`config.mk`:
```
export PLATFORM = sky130hd
export DESIGN_NAME = gas_sensor_frame_parser_unit
export DESIGN_NICKNAME = d
export VERILOG_FILES = /design/src/hw/rtl/gsfp_pkg.sv /design/src/hw/rtl/gsfp_parser.sv /design/src/hw/rtl/gsfp_out_reg.sv /design/src/hw/rtl/gas_sensor_frame_parser_unit.sv
export SDC_FILE = /design/constraint.sdc
export NUM_CORES = 1
export LEC_CHECK = 0
export BUFFER_PORTS_ARGS = -buffer_cell sky130_fd_sc_hd__buf_2
export CAP_MARGIN = 15
export CORE_AREA = 2 2 121 123
export CTS_BUF_LIST = sky130_fd_sc_hd__clkbuf_2
export DETAILED_ROUTE_END_ITERATION = 8
export DIE_AREA = 0 0 123 125
export GPL_ROUTABILITY_DRIVEN = 0
export GPL_TIMING_DRIVEN = 0
export HOLD_SLACK_MARGIN = 0.06
export PLACE_DENSITY_LB_ADDON = 0.05
export SYNTH_ARGS = -nofsm -noshare
export SYNTH_HDL_FRONTEND = slang
export SYNTH_SLANG_ARGS = --single-unit
```
`constraint.sdc`:
```
create_clock -name clk -period 10.9 [get_ports clk]
set_input_delay 1.09 -clock clk [delete_from_list [all_inputs] [get_ports clk]]
set_output_delay 1.09 -clock clk [all_outputs]
set_load 0.05 [all_outputs]
```
`src/hw/rtl/gsfp_pkg.sv`:
```
// Shared types and constants for the gas sensor frame parser.
package gsfp_pkg;

  localparam logic [7:0] SOF_BYTE     = 8'hFF;
  localparam logic [7:0] CMD_RESET    = 8'h86;
  localparam logic [3:0] POS_HUNT     = 4'd0;
  localparam logic [3:0] POS_CMD      = 4'd1;
  localparam logic [3:0] POS_FIRST_PL = 4'd2;
  localparam logic [3:0] POS_CSUM     = 4'd10;
  localparam int unsigned PL_BYTES    = 8;

  typedef enum logic {
    OP_BYTE    = 1'b0,
    OP_ABANDON = 1'b1
  } op_t;

  typedef enum logic [1:0] {
    STAT_GOOD = 2'd0,
    STAT_CSUM = 2'd1,
    STAT_CMD  = 2'd2
  } stat_t;

  typedef struct packed {
    stat_t       status;
    logic [15:0] co_reading;
    logic [15:0] h2s_reading;
    logic [15:0] o2_tenths;
    logic [15:0] ch4_reading;
    logic [7:0]  received_sum;
    logic [7:0]  computed_sum;
  } result_t;

  typedef struct packed {
    logic    emit;
    result_t res;
  } parse_out_t;

endpackage

```
`src/hw/rtl/gsfp_parser.sv`:
```
// Frame position tracking, running checksum, payload capture and result build.
module gsfp_parser (
  input  logic                   clk,
  input  logic                   rst_n,
  input  logic                   step_en,
  input  gsfp_pkg::op_t          op,
  input  logic [7:0]             rx_byte,
  input  logic [7:0]             expected_command,
  output gsfp_pkg::parse_out_t   po
);

  logic [3:0] pos_r, pos_nxt;
  logic [7:0] sum_r, sum_nxt;
  logic [7:0] pay_r [gsfp_pkg::PL_BYTES];
  logic       hunting;
  logic       in_payload;
  logic [7:0] computed;

  assign hunting    = (pos_r == gsfp_pkg::POS_HUNT) || (pos_r > gsfp_pkg::POS_CSUM);
  assign in_payload = !hunting && (pos_r >= gsfp_pkg::POS_FIRST_PL) &&
                      (pos_r < gsfp_pkg::POS_CSUM);
  assign computed   = ~sum_r + 8'd1;

  always_comb begin
    pos_nxt = pos_r;
    sum_nxt = sum_r;
    po      = '0;
    if (op == gsfp_pkg::OP_ABANDON) begin
      pos_nxt = gsfp_pkg::POS_HUNT;
      sum_nxt = 8'd0;
    end else if (hunting) begin
      pos_nxt = (rx_byte == gsfp_pkg::SOF_BYTE) ? gsfp_pkg::POS_CMD : gsfp_pkg::POS_HUNT;
      sum_nxt = 8'd0;
    end else if (pos_r == gsfp_pkg::POS_CMD) begin
      if (rx_byte != expected_command) begin
        po.emit       = 1'b1;
        po.res.status = gsfp_pkg::STAT_CMD;
        pos_nxt       = gsfp_pkg::POS_HUNT;
        sum_nxt       = 8'd0;
      end else begin
        pos_nxt = gsfp_pkg::POS_FIRST_PL;
        sum_nxt = rx_byte;
      end
    end else if (in_payload) begin
      pos_nxt = pos_r + 4'd1;
      sum_nxt = sum_r + rx_byte;
    end else begin
      po.emit             = 1'b1;
      po.res.status       = (computed == rx_byte) ? gsfp_pkg::STAT_GOOD : gsfp_pkg::STAT_CSUM;
      po.res.co_reading   = {pay_r[7], pay_r[6]};
      po.res.h2s_reading  = {pay_r[5], pay_r[4]};
      po.res.o2_tenths    = {pay_r[3], pay_r[2]};
      po.res.ch4_reading  = {pay_r[1], pay_r[0]};
      po.res.received_sum = rx_byte;
      po.res.computed_sum = computed;
      pos_nxt             = gsfp_pkg::POS_HUNT;
      sum_nxt             = 8'd0;
    end
  end

  always_ff @(posedge clk) begin
    if (!rst_n) begin
      pos_r <= gsfp_pkg::POS_HUNT;
      sum_r <= 8'd0;
    end else if (step_en) begin
      pos_r <= pos_nxt;
      sum_r <= sum_nxt;
    end
  end

  // payload shift line: oldest byte ends at index 7
  always_ff @(posedge clk) begin
    if (step_en && (op == gsfp_pkg::OP_BYTE) && in_payload) begin
      pay_r[0] <= rx_byte;
      for (int i = 1; i < gsfp_pkg::PL_BYTES; i++) begin
        pay_r[i] <= pay_r[i-1];
      end
    end
  end

  a_pos_range: assert property (@(posedge clk) disable iff (!rst_n)
    pos_r <= gsfp_pkg::POS_CSUM)
    else $error("frame position out of range");

  a_emit_rehunt: assert property (@(posedge clk) disable iff (!rst_n)
    step_en && po.emit |=> pos_r == gsfp_pkg::POS_HUNT && sum_r == 8'd0)
    else $error("parser did not return to hunting after a result");

  a_sum_clear: assert property (@(posedge clk) disable iff (!rst_n)
    pos_r <= gsfp_pkg::POS_CMD |-> sum_r == 8'd0)
    else $error("running sum not clear before command byte");

endmodule

```
`src/hw/rtl/gsfp_out_reg.sv`:
```
// Result holding register on the output channel.
module gsfp_out_reg (
  input  logic              clk,
  input  logic              rst_n,
  input  logic              load,
  input  gsfp_pkg::result_t din,
  output logic              free,
  output logic              out_valid,
  input  logic              out_ready,
  output gsfp_pkg::result_t dout
);

  logic              vld_r;
  gsfp_pkg::result_t res_r;

  assign free      = !vld_r || out_ready;
  assign out_valid = vld_r;
  assign dout      = res_r;

  always_ff @(posedge clk) begin
    if (!rst_n) begin
      vld_r <= 1'b0;
    end else if (load) begin
      vld_r <= 1'b1;
    end else if (out_ready) begin
      vld_r <= 1'b0;
    end
  end

  always_ff @(posedge clk) begin
    if (load) begin
      res_r <= din;
    end
  end

  a_no_overwrite: assert property (@(posedge clk) disable iff (!rst_n)
    vld_r && !out_ready |-> !load)
    else $error("pending result overwritten");

endmodule

```
`src/hw/rtl/gas_sensor_frame_parser_unit.sv`:
```
// Gas sensor reply frame parser: top level with request register and glue.
// Takes one received byte (or an abandon request) per cycle while in_ready is
// high and gives one result per 11-byte frame, or per frame rejected at its
// command byte. A request is registered when taken and is processed from that
// register once the parser may step; a result is then loaded into the output
// register when its checksum or bad command byte is processed. in_ready drops
// only while a result-bearing request waits behind an unread result in the
// output register; bytes that give no result keep flowing meanwhile.
// cfg_wr_data sets the expected command byte (reset 0x86).
module gas_sensor_frame_parser_unit (
  input  logic        clk,
  input  logic        rst_n,
  input  logic        cfg_wr_en,
  input  logic [7:0]  cfg_wr_data,
  input  logic        in_valid,
  output logic        in_ready,
  input  logic        in_opcode,
  input  logic [7:0]  in_rx_byte,
  output logic        out_valid,
  input  logic        out_ready,
  output logic [1:0]  out_status,
  output logic [15:0] out_co_reading,
  output logic [15:0] out_h2s_reading,
  output logic [15:0] out_o2_tenths,
  output logic [15:0] out_ch4_reading,
  output logic [7:0]  out_received_sum,
  output logic [7:0]  out_computed_sum
);

  logic                 req_vld_r;
  gsfp_pkg::op_t        req_op_r;
  logic [7:0]           req_byte_r;
  logic [7:0]           cmd_r;
  logic                 proc;
  logic                 slot_free;
  gsfp_pkg::parse_out_t po;
  gsfp_pkg::result_t    res;

  assign proc     = req_vld_r && (!po.emit || slot_free);
  assign in_ready = !req_vld_r || proc;

  always_ff @(posedge clk) begin
    if (!rst_n) begin
      cmd_r <= gsfp_pkg::CMD_RESET;
    end else if (cfg_wr_en) begin
      cmd_r <= cfg_wr_data;
    end
  end

  always_ff @(posedge clk) begin
    if (!rst_n) begin
      req_vld_r <= 1'b0;
    end else if (in_ready) begin
      req_vld_r <= in_valid;
    end
  end

  always_ff @(posedge clk) begin
    if (in_valid && in_ready) begin
      req_op_r   <= gsfp_pkg::op_t'(in_opcode);
      req_byte_r <= in_rx_byte;
    end
  end

  gsfp_parser u_parser (
    .clk              (clk),
    .rst_n            (rst_n),
    .step_en          (proc),
    .op               (req_op_r),
    .rx_byte          (req_byte_r),
    .expected_command (cmd_r),
    .po               (po)
  );

  gsfp_out_reg u_out (
    .clk       (clk),
    .rst_n     (rst_n),
    .load      (proc && po.emit),
    .din       (po.res),
    .free      (slot_free),
    .out_valid (out_valid),
    .out_ready (out_ready),
    .dout      (res)
  );

  assign out_status       = res.status;
  assign out_co_reading   = res.co_reading;
  assign out_h2s_reading  = res.h2s_reading;
  assign out_o2_tenths    = res.o2_tenths;
  assign out_ch4_reading  = res.ch4_reading;
  assign out_received_sum = res.received_sum;
  assign out_computed_sum = res.computed_sum;

endmodule

```
## Yosys cells after proc, flatten, opt, wreduce, memory -nomap -nowiden

Memory sizes are Yosys's and may differ from the RTL's.
Cells that the tools add are included.

| cells by class | value |
|---|---|
| $lt $le $gt $ge | 3 |
| add/subtract/negate cells | 3 |
| bitwise logic cells | 2 |
| eq/ne operators | 4 |
| reduce and logical (&&, ||, !) cells | 19 |
| multiplexer cells | 22 |

Operators with widths:

| operator | count |
|---|---|
| two-way mux 83 bit | 3 |
| two-way mux 80 bit | 1 |
| two-way mux 8 bit | 5 |
| two-way mux 4 bit | 4 |
| adder 8 x 1 -> 8 bit, second input constant | 1 |
| adder 8 bit | 1 |
| equality test 8 bit | 1 |
| equality test 8 bit, second input constant | 1 |
| inequality test 8 bit | 1 |
| inverter 8 bit | 1 |
| logical AND 1 bit | 7 |
| two-way mux 1 bit | 6 |
| two-way mux 3 bit | 2 |
| adder 4 x 1 -> 4 bit, second input constant | 1 |
| equality test 4 x 1 -> 1 bit, second input constant | 1 |
| >= comparator 4 x 2 -> 1 bit, second input constant | 1 |
| greater-than comparator 4 bit, second input constant | 1 |
| logical NOT 1 bit | 4 |
| logical NOT 4 bit | 1 |
| logical OR 1 bit | 4 |
| less-than comparator 4 bit, second input constant | 1 |
| OR reduction 4 bit | 1 |
| two-way mux 2 bit | 1 |
| nonzero test 2 bit | 1 |
| other kinds (2) | 2 |

| word-level totals | value |
|---|---|
| memories kept | 1 |
| RAM bits | 64 |
| output and inout bits | 84 |
| word-level logic and storage cells | 68 |
| input bits | 22 |
| register bits after elaboration | 113 |

Memory list:

| memory | words | bits a word | read ports | clocked after Yosys merged registers in | wr ports | line | source |
|---|---|---|---|---|---|---|---|
| u_parser.pay_r | 8 | 8 | 8 | 0 | 8 | gsfp_parser.sv:14 | `logic [7:0] pay_r [gsfp_pkg::PL_BYTES];` |

## Longest topological paths before layout

Gate-level depths: netlist of run 1.

| logic depth | value |
|---|---|
| depth after elaboration | 16 |
| mapped depth | 9 |
| gate-level depth less buffers | 8 |

## Hierarchy

A second synthesis of run 1 with hierarchy kept.

| second synthesis, totals | value |
|---|---|
| cell total of the unflattened synthesis | 457 |
| area, all modules | 6,988.0 um^2 |

Modules (own cells, without submodules):

| module | area an instance (um^2) | cells an instance | instances | sequential area each (um^2) |
|---|---|---|---|---|
| gsfp_parser | 3,837.4 | 329 | 1 | 2,162.1 |
| gsfp_out_reg | 2,511.2 | 86 | 1 | 2,482.4 |
| gas_sensor_frame_parser_unit | 639.4 | 42 | 1 | 450.4 |

## Least setup slack after synthesis of run 1

OpenSTA, ideal clock, no wires.

| timing | value |
|---|---|
| path type | input to register |
| start point | in out_ready |
| end point | mem u_parser.pay_r[0][0], enable pin |
| arrival | 5.352 ns |
| slack | 5.009 ns |
| stages | 3 |
| required time | 10.361 ns |
| path buffers | 0 |
| library setup time | 0.539 ns |
| cells stage by stage | nand2b_1 -> a21oi_1 -> a2111oi_2 |

RTL lines:

| what | line | source |
|---|---|---|
| start: declaration | gas_sensor_frame_parser_unit.sv:20 | `input logic out_ready,` |
| end: declaration | gsfp_parser.sv:14 |  |

## Worst setup path in the final report of run 1

| timing | value |
|---|---|
| start point | reg u_parser.pos_r[0] |
| end point | out in_ready |

| on the way | value |
|---|---|
| cells in the longest elaborated chain, start to end | 13 |
| elaborated cells between the ends (all ways) | 17 |
| those cells by class | order compare (3); eq/ne (1); mux (4); reduce/logical (9) |

RTL lines:

| what | line | source |
|---|---|---|
| start: declaration | gsfp_parser.sv:12 | `logic [3:0] pos_r, pos_nxt;` |
| start signal: assignment | gsfp_parser.sv:63 | `pos_r <= gsfp_pkg::POS_HUNT;` |
| start signal: assignment | gsfp_parser.sv:66 | `pos_r <= pos_nxt;` |
| greater-than comparator 4 bit / logical NOT 4 bit (equally long branches) | gsfp_parser.sv:19 | `assign hunting = (pos_r == gsfp_pkg::POS_HUNT) \|\| (pos_r > gsfp_pkg::POS_CSUM);` |
| logical OR 1 bit | gsfp_parser.sv:19 |  |
| logical NOT 1 bit | gsfp_parser.sv:20 | `assign in_payload = !hunting && (pos_r >= gsfp_pkg::POS_FIRST_PL) &&` |
| logical AND 1 bit (2 in a row) | gsfp_parser.sv:20 |  |
| two-way mux 83 bit | gsfp_parser.sv:44 | `end else if (in_payload) begin` |
| two-way mux 3 bit | gsfp_parser.sv:34 | `end else if (pos_r == gsfp_pkg::POS_CMD) begin` |
| two-way mux 83 bit * | gsfp_parser.sv:31 | `end else if (hunting) begin` |
| two-way mux 83 bit * | gsfp_parser.sv:28 | `if (op == gsfp_pkg::OP_ABANDON) begin` |
| logical NOT 1 bit * | gas_sensor_frame_parser_unit.sv:39 | `assign proc = req_vld_r && (!po.emit \|\| slot_free);` |
| logical OR 1 bit * | gas_sensor_frame_parser_unit.sv:39 |  |
| logical AND 1 bit * | gas_sensor_frame_parser_unit.sv:39 |  |
| logical OR 1 bit * | gas_sensor_frame_parser_unit.sv:40 | `assign in_ready = !req_vld_r \|\| proc;` |
| end: declaration | gas_sensor_frame_parser_unit.sv:16 | `output logic in_ready,` |

Mark *: on every way between the ends. The rest lies on a longest branch, timed or not.

==> flow_results.org, run 1 <==
** Global route
- Pin count of the biggest net entering global routing :: 53
- The first global-routing pass estimated 20.0 mm of wire.
- The initial antenna violation count came to 0.
- The number of global-route vias before repair came to 3864.
- Sum of overflow across all layers after global routing :: 0
- Global routing used 17.6% of the available tracks.

** Floorplanning
- The core region is 0.0142 sq mm.
- Die area :: 0.0154 sq mm
- Effective utilization at floorplan :: 49.0%
- The floorplan step set the die width to 123 microns.
- From bottom edge to top edge, the die measures 125 microns.
- The initialized floorplan defines 44 standard-cell rows.
- I/O pin count :: 106

** Synthesis
- In this run, synthesis produced a sequential element count of 177.
- The Yosys step of the flow raised 0 warnings.
- Share of flip-flops with an asynchronous set or reset :: 0%
- Synthesized netlist cell count :: 437
- In this run the cell area of the synthesized design comes to 0.00696 sq mm.
- For this run, the register share of the synthesized area comes to 73.2%.
- Most instantiated flip-flop cell in the synthesis netlist :: edfxtp_1
- Syn Nets :: 472
- Syn avg cell area :: 15.9 sq um
- Netlist cell types :: 53
- Number of enable-type register cells in the synthesized netlist :: 155

** Critical path
- CP required :: 9.81 ns
- In this run the worst path has a maximum fanout of 6.
- Worst Path Arrival :: 2.95 ns
- Launch instance of the worst register-to-register path :: req_byte_r[4]$_DFFE_PP_
- Reg-to-reg slack, setup :: 7.67 ns
- Worst setup SP type :: register
- Critical Path End Type :: output port
- The critical path is of the reg2out type.
- Destination of the worst register-to-register timing path :: u_parser.pay_r[1][12]$_DFFE_PP_
- R2R cell count :: 8

** Cells and area
- The post-route netlist has 28.2% of its cells at a drive strength greater than 1.
- Post-layout instance count excluding filler cells :: 763
- 0 antenna diodes ended up in the layout.
- Area Overhead vs Synth :: 16.2%
- Finished Cell Area :: 0.00808 sq mm
- Final net count :: 601

** Clock tree
- The clock passes through at most 2 buffers.
- In this run the number of H-tree levels came out at 4.
- Clock-pin slew was measured on the worst setup and hold paths at 0.25 ns.
- The cell sitting at the root of the clock tree is a clkbuf_2.
- Post-CTS Setup Repair Bufs :: 0
- TritonCTS created 17 clock buffers.
- Count of hold-fix buffers inserted at cts :: 0
- Sink count of the clock tree :: 177
- Resized cells post-CTS :: 0
- Skew-Pair Late Insertion Delay :: 0.73 ns
- TritonCTS built the clock tree.

** Hold path
- The startpoint identified for the worst hold timing path is u_parser.pay_r[0][13]$_DFFE_PP_.
- For hold timing, the worst endpoint is u_parser.pay_r[0][21]$_DFFE_PP_.
- Class of the tightest hold or removal check :: reg2reg
- The worst hold path passes through 0 cells.

** STA
- Least-Margin Pin Slew :: 0.798 ns
- Max Freq :: 247 MHz
- Between clock sinks in the finished design, the worst skew comes to 0.0285 ns.
- The clock period could shrink to 4.04 ns.
- Measured against its own limit, the worst slew margin works out to 46.8%.
- After layout, the worst path uses 37.1% of the clock period.
- The final number of max-transition violations is 0.
- The final hold violation count came to 0.
- Sum of negative setup slack :: 0 ns
- Setup repair after global routing missed its margin :: no
- Setup violations remaining at the end of the flow were counted as 0.

** Drt
- In this run the remaining antenna-violating nets after routing total 0.
- The final layout contains routed wiring with a total length of 12.6 mm.
- Number of search-and-repair iterations in the first detailed-routing pass :: 4
- Vias post-DR :: 3826
- Detailed-route vias per instance :: 5.01
- For this run, design rule violations remaining after detail routing come to 0.
- For this block, the initial DRC count from the detailed router was 234.
- Routed WL per cell :: 16.6 microns

** Status
- Outcome :: completed

** Power
- Lkg Pwr :: 0.00320 uW
- Power per unit of standard cell area :: 138 mW/mm^2
- Max rail drop VDD :: 78.3 uV

** Placed design
- Total placed instance area :: 0.00781 sq mm
- Detailed placement ended at an HPWL of 8.97 mm.
- Including well taps, the total number of placed cells is 731.
- Port buffer count :: 104

** Flow run
- Across the run, the number of max-cap violations was 0.
## how the worst max path moves through the flow
stage / start / endpoint / slack (ns)
after global placement: out_ready / u_parser.pay_r[1][24]$_DFFE_PP_ / 2.74
after CTS: u_parser.pos_r[0]$_SDFFE_PN0N_ / in_ready / 6.76
after global routing: u_parser.pos_r[0]$_SDFFE_PN0N_ / in_ready / 6.54
after detailed placement: out_ready / in_ready / 7.51
final: u_parser.pos_r[0]$_SDFFE_PN0N_ / in_ready / 6.86
after floorplan: out_ready / u_parser.pay_r[0][0]$_DFFE_PP_ / 5.01
## through the flow
| step | setup slack [ns] | util [%] | hold WS [ns] | total power (uW) |
|---|---|---|---|---|
| finish | 6.86 | 56.9 | 0.449 | 1120 |
| global placement | 2.74 | 54.3 | 0.422 | 771 |
| global route | 6.54 | 56.9 | 0.410 | 1160 |
| detailed placement | 7.51 | 55.0 | 0.426 | 773 |
| floorplan | 5.01 | - | 0.417 | 763 |
| CTS | 6.76 | 56.9 | 0.421 | 1130 |
## state kept, by name (all words and copies together) (netlist names)
signal / cells
cmd_r: 8
req_byte_r: 8
req_op_r: 1
req_vld_r: 1
u_out.dout: 82
u_out.out_valid: 1
u_parser.pay_r: 64
u_parser.pos_r: 4
u_parser.sum_r: 8
## cells in the mapped netlist (all sizes together) (2+ instances only)
| cell type | instances | area, sq um |
|---|---|---|
| a211oi | 4 | 47.5 |
| a21o | 3 | 22.5 |
| a21oi | 13 | 65.1 |
| a22oi | 5 | 37.5 |
| and2 | 80 | 502 |
| and3 | 4 | 25.0 |
| buf | 8 | 80.1 |
| clkbuf | 6 | 22.5 |
| dfxtp | 22 | 440 |
| edfxtp | 155 | 4650 |
| ha | 12 | 150 |
| inv | 7 | 26.3 |
| mux2i | 9 | 90.1 |
| nand2 | 12 | 45.0 |
| nand2b | 2 | 12.5 |
| nand4 | 4 | 25.0 |
| nor2 | 12 | 55.1 |
| nor2b | 7 | 43.8 |
| nor3 | 5 | 30.0 |
| nor3b | 2 | 26.3 |
| o21a | 3 | 23.8 |
| o21ai | 9 | 48.8 |
| o21bai | 2 | 15.0 |
| o2bb2ai | 9 | 78.8 |
| xnor2 | 23 | 201 |
| xor2 | 5 | 43.8 |
## worst max-delay path, stage by stage, from the launching register on
cell and delay, ns:
dfxtp_1 0.49, inv_1 0.11, ha_1 0.20, nor2_1 0.19, nand2_1 0.08, o21a_2 0.26
a21oi_1 0.39, and2_1 0.25, inv_1 0.05, buf_2 0.20
## routing by layer
| metal | vias to the layer above | part of all wire [%] | track usage [%] |
|---|---|---|---|
| li1 | 1856 | - | - |
| met1 | 1840 | 43 | 22.4 |
| met2 | 110 | 49 | 27.8 |
| met3 | 20 | 5.7 | 5.16 |
| met4 | 0 | 2.3 | 8.36 |
| met5 | - | 0 | 0 |
## cell type report
cell class | instances | area [sq um]
clock buffer | 17 | 85.1
fill | 1177 | 6120
buffer | 14 | 103
tap | 184 | 230
clock inverter | 15 | 184
sequential | 177 | 5090
timing repair buffer | 110 | 608
multi-input combinational | 239 | 1750
inverter | 7 | 26.3
## cells in the final DEF (no fill, tap or decap), drive strengths merged, types with 9 or more instances in the layout
cell type	synthesis	final
and2	80	80
dfxtp	22	22
ha	12	12
o2bb2ai	9	9
a21oi	13	13
clkbuf	6	23
xnor2	23	23
o21ai	9	9
nor2	12	12
mux2i	9	9
edfxtp	155	155
nand2	12	12
inv	7	11
buf	8	118
## cell families (layout without fill, tap and decap cells)
family,Yosys count,count (layout),share of synthesized area (%)
DFF,177,177,73.2
AOI/OAI and AO/OA,57,57,6.17
adders and majority gates,13,13,2.45
and+or+nand+nor,132,132,11.5
buffers and inverters,21,163,1.85
xor gates and xnor gates,28,28,3.53
muxes,9,9,1.30
## power by group
group | internal (uW) | switching [uW]
registers | 731 | 6.42
logic | 10.8 | 9.05
clock network | 132 | 229
total | 874 | 244
Power figures use the tool's default switching activity.
==> inputs of run 2 (changes only) <==
Clock period 10.9 ns to 4.06 ns, I/O delays scaled along.
==> run 2 against run 1 <==
  * Sequential cell count unchanged
  * Global-route usage up 0.23 points
  * Cell count up 2.0%
  * Worst setup slack worse by 6.1 ns
  * Sequential power rose to 2.7 times the previous value
  * Worst hold slack worse by 0.25 ns
  * Via count up 2.8%
  * Power up 150%
  * Sequential share of layout area down 0.79 points
  * Critical path type is now reg2reg
  * Highest routed layer unchanged
==> flow_results.org, run 2 (synthesized netlist as in run 1, its figures left out) <==
** Status
- The run finished with clean final reports.

** Critical path
- Largest fanout on the critical path :: 12 (+6)
- STA classifies the critical path endpoint as a register.
- The data arrival time of the critical path came to 3.71 ns (+0.76 ns).
- The logic depth of the worst register-to-register path is 8 (unchanged).
- CP required :: 4.49 ns (-5.32 ns)
- Worst setup SP type :: register
- Category of the most critical setup path :: reg2reg
- Launch instance of the worst register-to-register path :: req_byte_r[5]$_DFFE_PP_
- Destination of the worst register-to-register timing path :: u_parser.pay_r[1][11]$_DFFE_PP_
- The slack of the worst reg-to-reg path came to 0.78 ns (-6.89 ns).

** Cells and area
- Final net count :: 621 (+3.3%)
- The final non-filler cell area came to 0.00818 sq mm (+1.3%).
- The total area of multi-input combinational cells was 0.00175 sq mm (unchanged).
- Finished Core Util :: 57.6% (+0.72 points)
- Most frequent standard cell in the layout excluding fill and tap cells :: edfxtp_1
- Flip-flop count of the largest register after layout :: 82 (unchanged)
- Highest-count cells in the layout ignoring fill and taps :: edfxtp_1, buf_2, and2_1
- Proportion of layout cells with a drive suffix above 1 :: 26.4% (-1.7 points)
- Antenna fix cells :: 0 (unchanged)
- Register area :: 0.00509 sq mm (unchanged)
- Post-layout instance count excluding filler cells :: 778 (+2.0%)
- Area Overhead vs Synth :: 17.6%
- Number of fill cells in the layout :: 1163 (-1.2%)

** Drt
- The per-cell via count in the routed design was 5.06 (+0.81%).
- The average wire length per cell after detail routing is 16.5 microns (-0.21%).
- Number of search-and-repair iterations in the first detailed-routing pass :: 4 (unchanged)
- Vias post-DR :: 3933 (+2.8%)
- Number of nets still failing antenna checks after routing :: 0 (unchanged)
- Routed Wire Length :: 12.9 mm (+1.8%)
- Initial drt markers :: 290 (+24%)
- Detailed-route DRC error count :: 0 (unchanged)

** Power
- The ratio of total power to cell area came to 341 mW/mm^2 (+150%).
- Lkg Pwr :: 0.00325 uW (+1.4%)
- Final Power :: 2790 uW (+150%)
- The maximum ir drop on the vdd rail came to 182 uV (+130%).

** Clock tree
- TritonCTS built the clock tree.
- CTS placed an instance of clkbuf_2 at the clock tree root.
- The clock buffer count from CTS is 17 (unchanged).
- CTS clock-pin slew for the worst setup and hold paths :: 0.23 ns (-0.02 ns)
- The maximum number of buffers from clock root to sink was 2 (unchanged).
- The clock latency of the later-clocked register in the worst-skew pair came to 0.70 ns (-0.03 ns).
- The post-cts repair resize count is 0 (unchanged).
- Sink count of the clock tree :: 177 (unchanged)
- H-Tree Level Count :: 4 (unchanged)

** Global route
- The number of global-route vias before repair came to 3863 (-0.026%).
- The global route total overflow was 0 (unchanged).
- Wire length of the first global-routing pass :: 20.4 mm (+1.9%)
- Antenna violations before repair :: 0 (unchanged)
- The pin count of the biggest net entering global routing is 56 (+5.7%).
- The all-layer global routing usage came to 17.9% (+0.23 points).

** Placed design
- The cell area after placement is 0.00782 sq mm (about the same).
- The count of buffers from port buffering is 104 (unchanged).
- Placed Cells :: 731 (unchanged)
- The final HPWL from detailed placement was 8.95 mm (-0.25%).

** Hold path
- The startpoint identified for the worst hold timing path is cfg_wr_en.
- In this run the worst hold path is classified as in2reg.
- The number of cells traversed by the worst hold path came to 3 (+3).
- For hold timing, the worst endpoint is cmd_r[7]$_SDFFE_PN1P_.

** STA
- Worst-case clock skew :: 0.0280 ns (-0.000532 ns)
- Tightest slew margin relative to the limit :: 39.8% (-7.0 points)
- Setup repair after global routing left no endpoint under its margin.
- For this run, the top clock speed supported by timing is 305 MHz.
- After layout, the minimum clock period comes to 3.28 ns.
- The final hold violation count was 0 (unchanged).
- The final number of max-transition violations is 0 (unchanged).
- The transition time of the tightest slew-check pin was 0.904 ns (+0.105 ns).
- After layout, the worst path uses 80.8% of the clock period.
- The final setup violation count was 0 (unchanged).

** Flow run
- The max-capacitance violation count was 0 (unchanged).

** Floorplanning
- Die width :: 123 microns (unchanged)
- Die area :: 0.0154 sq mm (unchanged)
- Effective utilization at floorplan :: 49.0% (unchanged)
- The I/O pin total came to 106 (unchanged).
- The standard-cell row count is 44 (unchanged).
- The floorplan core area was 0.0142 sq mm (unchanged).
- The height of the chip came to 125 microns (unchanged).
==> run 2: worst max path at each step <==
stage | start | end | slack (ns) | cells after the start
finish | req_byte_r[5]$_DFFE_PP_ | u_parser.pay_r[1][11]$_DFFE_PP_ | 0.78 | 8
global route | req_byte_r[5]$_DFFE_PP_ | u_parser.pay_r[1][11]$_DFFE_PP_ | 0.48 | 8
CTS | req_byte_r[5]$_DFFE_PP_ | u_parser.pay_r[1][10]$_DFFE_PP_ | 0.71 | 8
detailed placement | req_byte_r[4]$_DFFE_PP_ | u_parser.pay_r[1][26]$_DFFE_PP_ | 0.75 | 8
global placement | req_byte_r[5]$_DFFE_PP_ | u_parser.pay_r[1][24]$_DFFE_PP_ | -1.29 | 5
floorplan | req_byte_r[1]$_DFFE_PP_ | u_parser.pay_r[0][0]$_DFFE_PP_ | 0.12 | 5
==> run 2: what timing repair did <==
item | 4_1_cts | 5_1_grt
hold endpoints to repair | 23 | 0
setup buffers | 0 | 0
hold buffers | 20 | 0
==> run 2: area by class of cell <==
| class | count | area share [%] |
|---|---|---|
| Sequential cell | 177 | 62.3 |
| Multi-Input combinational cell | 239 | 21.4 |
| Timing Repair Buffer | 130 | 9.97 |
| Tap cell | 184 | 2.81 |
| Buffer | 14 | 1.25 |
| Clock buffer | 19 | 1.16 |
| Clock inverter | 8 | 0.841 |
| Inverter | 7 | 0.321 |
==> run 2: metrics by stage <==
stage / setup TNS, ns / setup WS (ns) / hold WS (ns)
2_1_floorplan: 0 / 0.120 / 0.417
3_5_place_dp: 0 / 0.755 / 0.423
6_report: 0 / 0.779 / 0.200
4_1_cts: 0 / 0.712 / 0.109
5_1_grt: 0 / 0.477 / 0.146
3_3_place_gp: -142.61 / -1.29 / 0.421
==> run 2: critical path, stage by stage, from the launching register on <==
cell and delay, ns:
edfxtp_1 0.62, xnor2_1 0.21, nand4_1 0.15, o21ai_2 0.31, a21oi_1 0.20, a2111oi_4 0.88
buf_6 0.27, buf_6 0.19, buf_8 0.16
==> run 2: power by group <==
part	switching (uW)	internal [uW]
Sequential	17.4	1960
Clock	538	203
Combinational	28.1	41.7
Total	583	2210
==> run 2: layer usage <==
metal  up-vias  global-route usage, %  wire length, microns
li1       1899                      -                     -
met1      1919                   22.9                  5320
met2       107                   29.0                  6620
met3         8                   5.25                   794
met4         0                   6.28                   121
met5         -                      0                     0
==> inputs of run 3 (changes only) <==
Clock period 4.06 ns to 3 ns, I/O delays scaled along.
==> run 3 against run 2 <==
  * Register-to-register slack got worse by 0.34 ns
  * Combinational power grew 78%
  * Sequential power grew 35%
  * Clock power rose by 93%
  * Via count grew 2.0%
  * Critical path depth is 1 higher
  * Clock-buffer cell count fell by 1
  * Sequential cell count is the same
  * Core utilization up 2.1 points
  * First-iteration DRC count decreased by 8.6%
  * Global-route usage up 0.16 points
  * Routed wire length increased by 2.4%
==> flow_results.org, run 3 (synthesized netlist as in run 1, its figures left out) <==
** Cells and area
- Highest-count cells in the layout ignoring fill and taps :: edfxtp_1, buf_2, and2_1
- The area growth from synthesis to layout is 22.0%.
- The net count reported at finish came to 639 (+2.9%).
- Flip-flop count of the largest register after layout :: 82 (unchanged)
- The final antenna diode count is 0 (unchanged).
- The fill cell total of the finished layout was 1121 (-3.6%).
- Most frequent standard cell in the layout excluding fill and tap cells :: edfxtp_1
- Proportion of layout cells with a drive suffix above 1 :: 28.9% (+2.5 points)

** Critical path
- The data required time of the worst path is 2.70 ns (-1.79 ns).
- Largest fanout on the critical path :: 6 (-6)
- The cell family contributing the most delay on the critical path is compound AO/OA/AOI/OAI gates.
- Worst Path Arrival :: 2.48 ns (-1.23 ns)
- Worst setup SP type :: register
- Category of the most critical setup path :: reg2out
- Delay of the slowest cell on the worst path :: 0.39 ns (-0.49 ns)
- Cell repeated most along the worst path :: inv_1
- Cell with the largest stage delay on the worst path :: dfxtp_4
- Critical Path End Type :: output port
- The buffer and inverter count on the worst path was 3 (unchanged).
- Traced cell by cell, the critical path runs through inv_1, ha_1, nor2_2, nand2_1, o21a_2, a21oi_4, and2_1, inv_1, buf_2.

** Placed design
- Detailed-placement wirelength estimate :: 8.74 mm (-2.4%)
- The count of buffers from port buffering was 104 (unchanged).
- Worst Setup Slack post-DPL :: 0.225 ns (-0.529 ns)

** STA
- The final setup violation count is 0 (unchanged).
- Tightest slew margin relative to the limit :: 47.8% (+8.1 points)
- The final number of max-transition violations is 0 (unchanged).
- Fin crit period :: 2.78 ns
- Share of the clock period used by the worst path after layout :: 92.8%
- Worst-case clock skew :: 0.0208 ns (-0.00719 ns)
- The final hold violation count is 0 (unchanged).
- The worst hold margin is 0.150 ns (-0.0500 ns).
- Least-Margin Pin Slew :: 0.781 ns (-0.123 ns)
- Sum of negative setup slack :: 0 ns (unchanged)
- Max Freq :: 359 MHz
- Setup repair after global routing left no endpoint under its margin.
- The slack of the critical path was 0.216 ns (-0.563 ns).

** Power
- The total leakage power was 0.00339 uW (+4.4%).
- Max rail drop VDD :: 259 uV (+42%)
- Power per unit of standard cell area :: 498 mW/mm^2 (+46%)

** Global route
- The pin count of the biggest net entering global routing was 50 (-11%).
- The initial antenna violation count came to 0 (unchanged).
- Total GRT Usage :: 18.0% (+0.16 points)
- Via count of the first global-routing pass :: 3914 (+1.3%)
- Wire length of the first global-routing pass :: 20.4 mm (+0.41%)
- Sum of overflow across all layers after global routing :: 0 (unchanged)

** Clock tree
- The clock buffer count from CTS came to 17 (unchanged).
- Master cell of the clock root buffer :: clkbuf_2
- The maximum number of buffers from clock root to sink was 2 (unchanged).
- The clock latency of the later-clocked register in the worst-skew pair was 0.70 ns (about the same).
- CTS clock-pin slew for the worst setup and hold paths :: 0.23 ns (about the same)
- Clock tree from TritonCTS :: yes
- Sink count of the clock tree :: 177 (unchanged)
- H-Tree Level Count :: 4 (unchanged)

** Floorplanning
- The floorplan core area came to 0.0142 sq mm (unchanged).
- Die height :: 125 microns (unchanged)
- Count of standard-cell rows :: 44 (unchanged)
- Die area :: 0.0154 sq mm (unchanged)
- I/O pin count :: 106 (unchanged)
- Die width :: 123 microns (unchanged)
- Effective utilization at floorplan :: 49.0% (unchanged)

** Drt
- The total number of vias came to 4012 (+2.0%).
- Routed Wire Length :: 13.2 mm (+2.4%)
- Initial drt markers :: 265 (-8.6%)
- The remaining number of nets flagged by the antenna check after routing was 0 (unchanged).
- Number of search-and-repair iterations in the first detailed-routing pass :: 4 (unchanged)
- The average wire length per cell after detail routing is 16.5 microns (-0.40%).
- Detailed-route DRC error count :: 0 (unchanged)
- Detailed-route vias per instance :: 5.02 (-0.80%)

** Flow run
- The max-capacitance violation count came to 0 (unchanged).

** Status
- The run finished with clean final reports.

** Hold path
- Class of the tightest hold or removal check :: in2reg
==> run 3: cell count changes in the layout (fill, tap and decap cells not counted), sizes merged <==
cell	before	now
dlygate4sd3	20	27
clkinv	5	3
bufinv	1	5
inv	8	10
clkbuf	25	24
clkinvlp	1	2
buf	118	129
==> run 3: per-stage QoR <==
stage	instances	total power, uW	area, sq um	util (%)
finish	800	4220	8490	59.8
global route	800	4380	8490	59.8
floorplan	437	2770	6970	-
global placement	725	2800	7720	54.4
CTS	795	4270	8440	59.4
detailed placement	731	2810	7810	55.0
==> run 3: worst register-to-register path, delay by kind of cell (launching register included) <==
| kind | cells | cell delay (ns) |
|---|---|---|
| buf+inv | 4 | 0.83 |
| flops | 1 | 0.43 |
| compound gates | 3 | 0.73 |
| simple gates | 1 | 0.16 |
| xor+xnor | 1 | 0.14 |
==> run 3: final timing paths <==
check | to | startpoint | cells past startpoint | slack [ns]
min | cmd_r[5]$_SDFFE_PN0P_ | cfg_wr_en | 3 | 0.15
max reg2reg | u_parser.pay_r[1][12]$_DFFE_PP_ | req_byte_r[7]$_DFFE_PP_ | 9 | 0.44
min reg2reg | u_parser.pay_r[0][19]$_DFFE_PP_ | u_parser.pay_r[0][11]$_DFFE_PP_ | 0 | 0.46
max | in_ready | u_parser.pos_r[0]$_SDFFE_PN0N_ | 9 | 0.22
==> run 3: power breakdown <==
group	switching, uW	total, uW	leakage, uW	internal (uW)
logic	52.8	124	0.00147	70.9
clock network	798	1430	0.000173	636
registers	13.0	2670	0.00175	2650
total	864	4220	0.00339	3360
==> run 3: routing by layer <==
layer / global-route usage, % / part of all wire (%)
met2: 29.1 / 50
met4: 6.89 / 1.7
met5: 0 / 0
met1: 23.2 / 43
met3: 5.11 / 5.9
==> run 3: repair_timing <==
| action | in CTS | in global routing |
|---|---|---|
| setup buffers | 6 | 5 |
| gates resized for setup | 5 | 2 |
| pin swaps | 0 | 2 |
| hold buffers | 27 | 0 |
| setup endpoints to repair | 1 | 1 |
| endpoints found under the hold margin | 31 | 0 |
==> run 3: area by class of cell <==
cell class | count | area [sq um] | area share, %
plain buffers | 14 | 103 | 1.21
inverters | 7 | 26.3 | 0.310
clock buffers | 18 | 90.1 | 1.06
clock inverters | 13 | 209 | 2.46
repair buffers | 148 | 957 | 11.3
well taps | 184 | 230 | 2.71
flip-flops and latches | 177 | 5100 | 60.1
multi-input cells | 239 | 1770 | 20.9
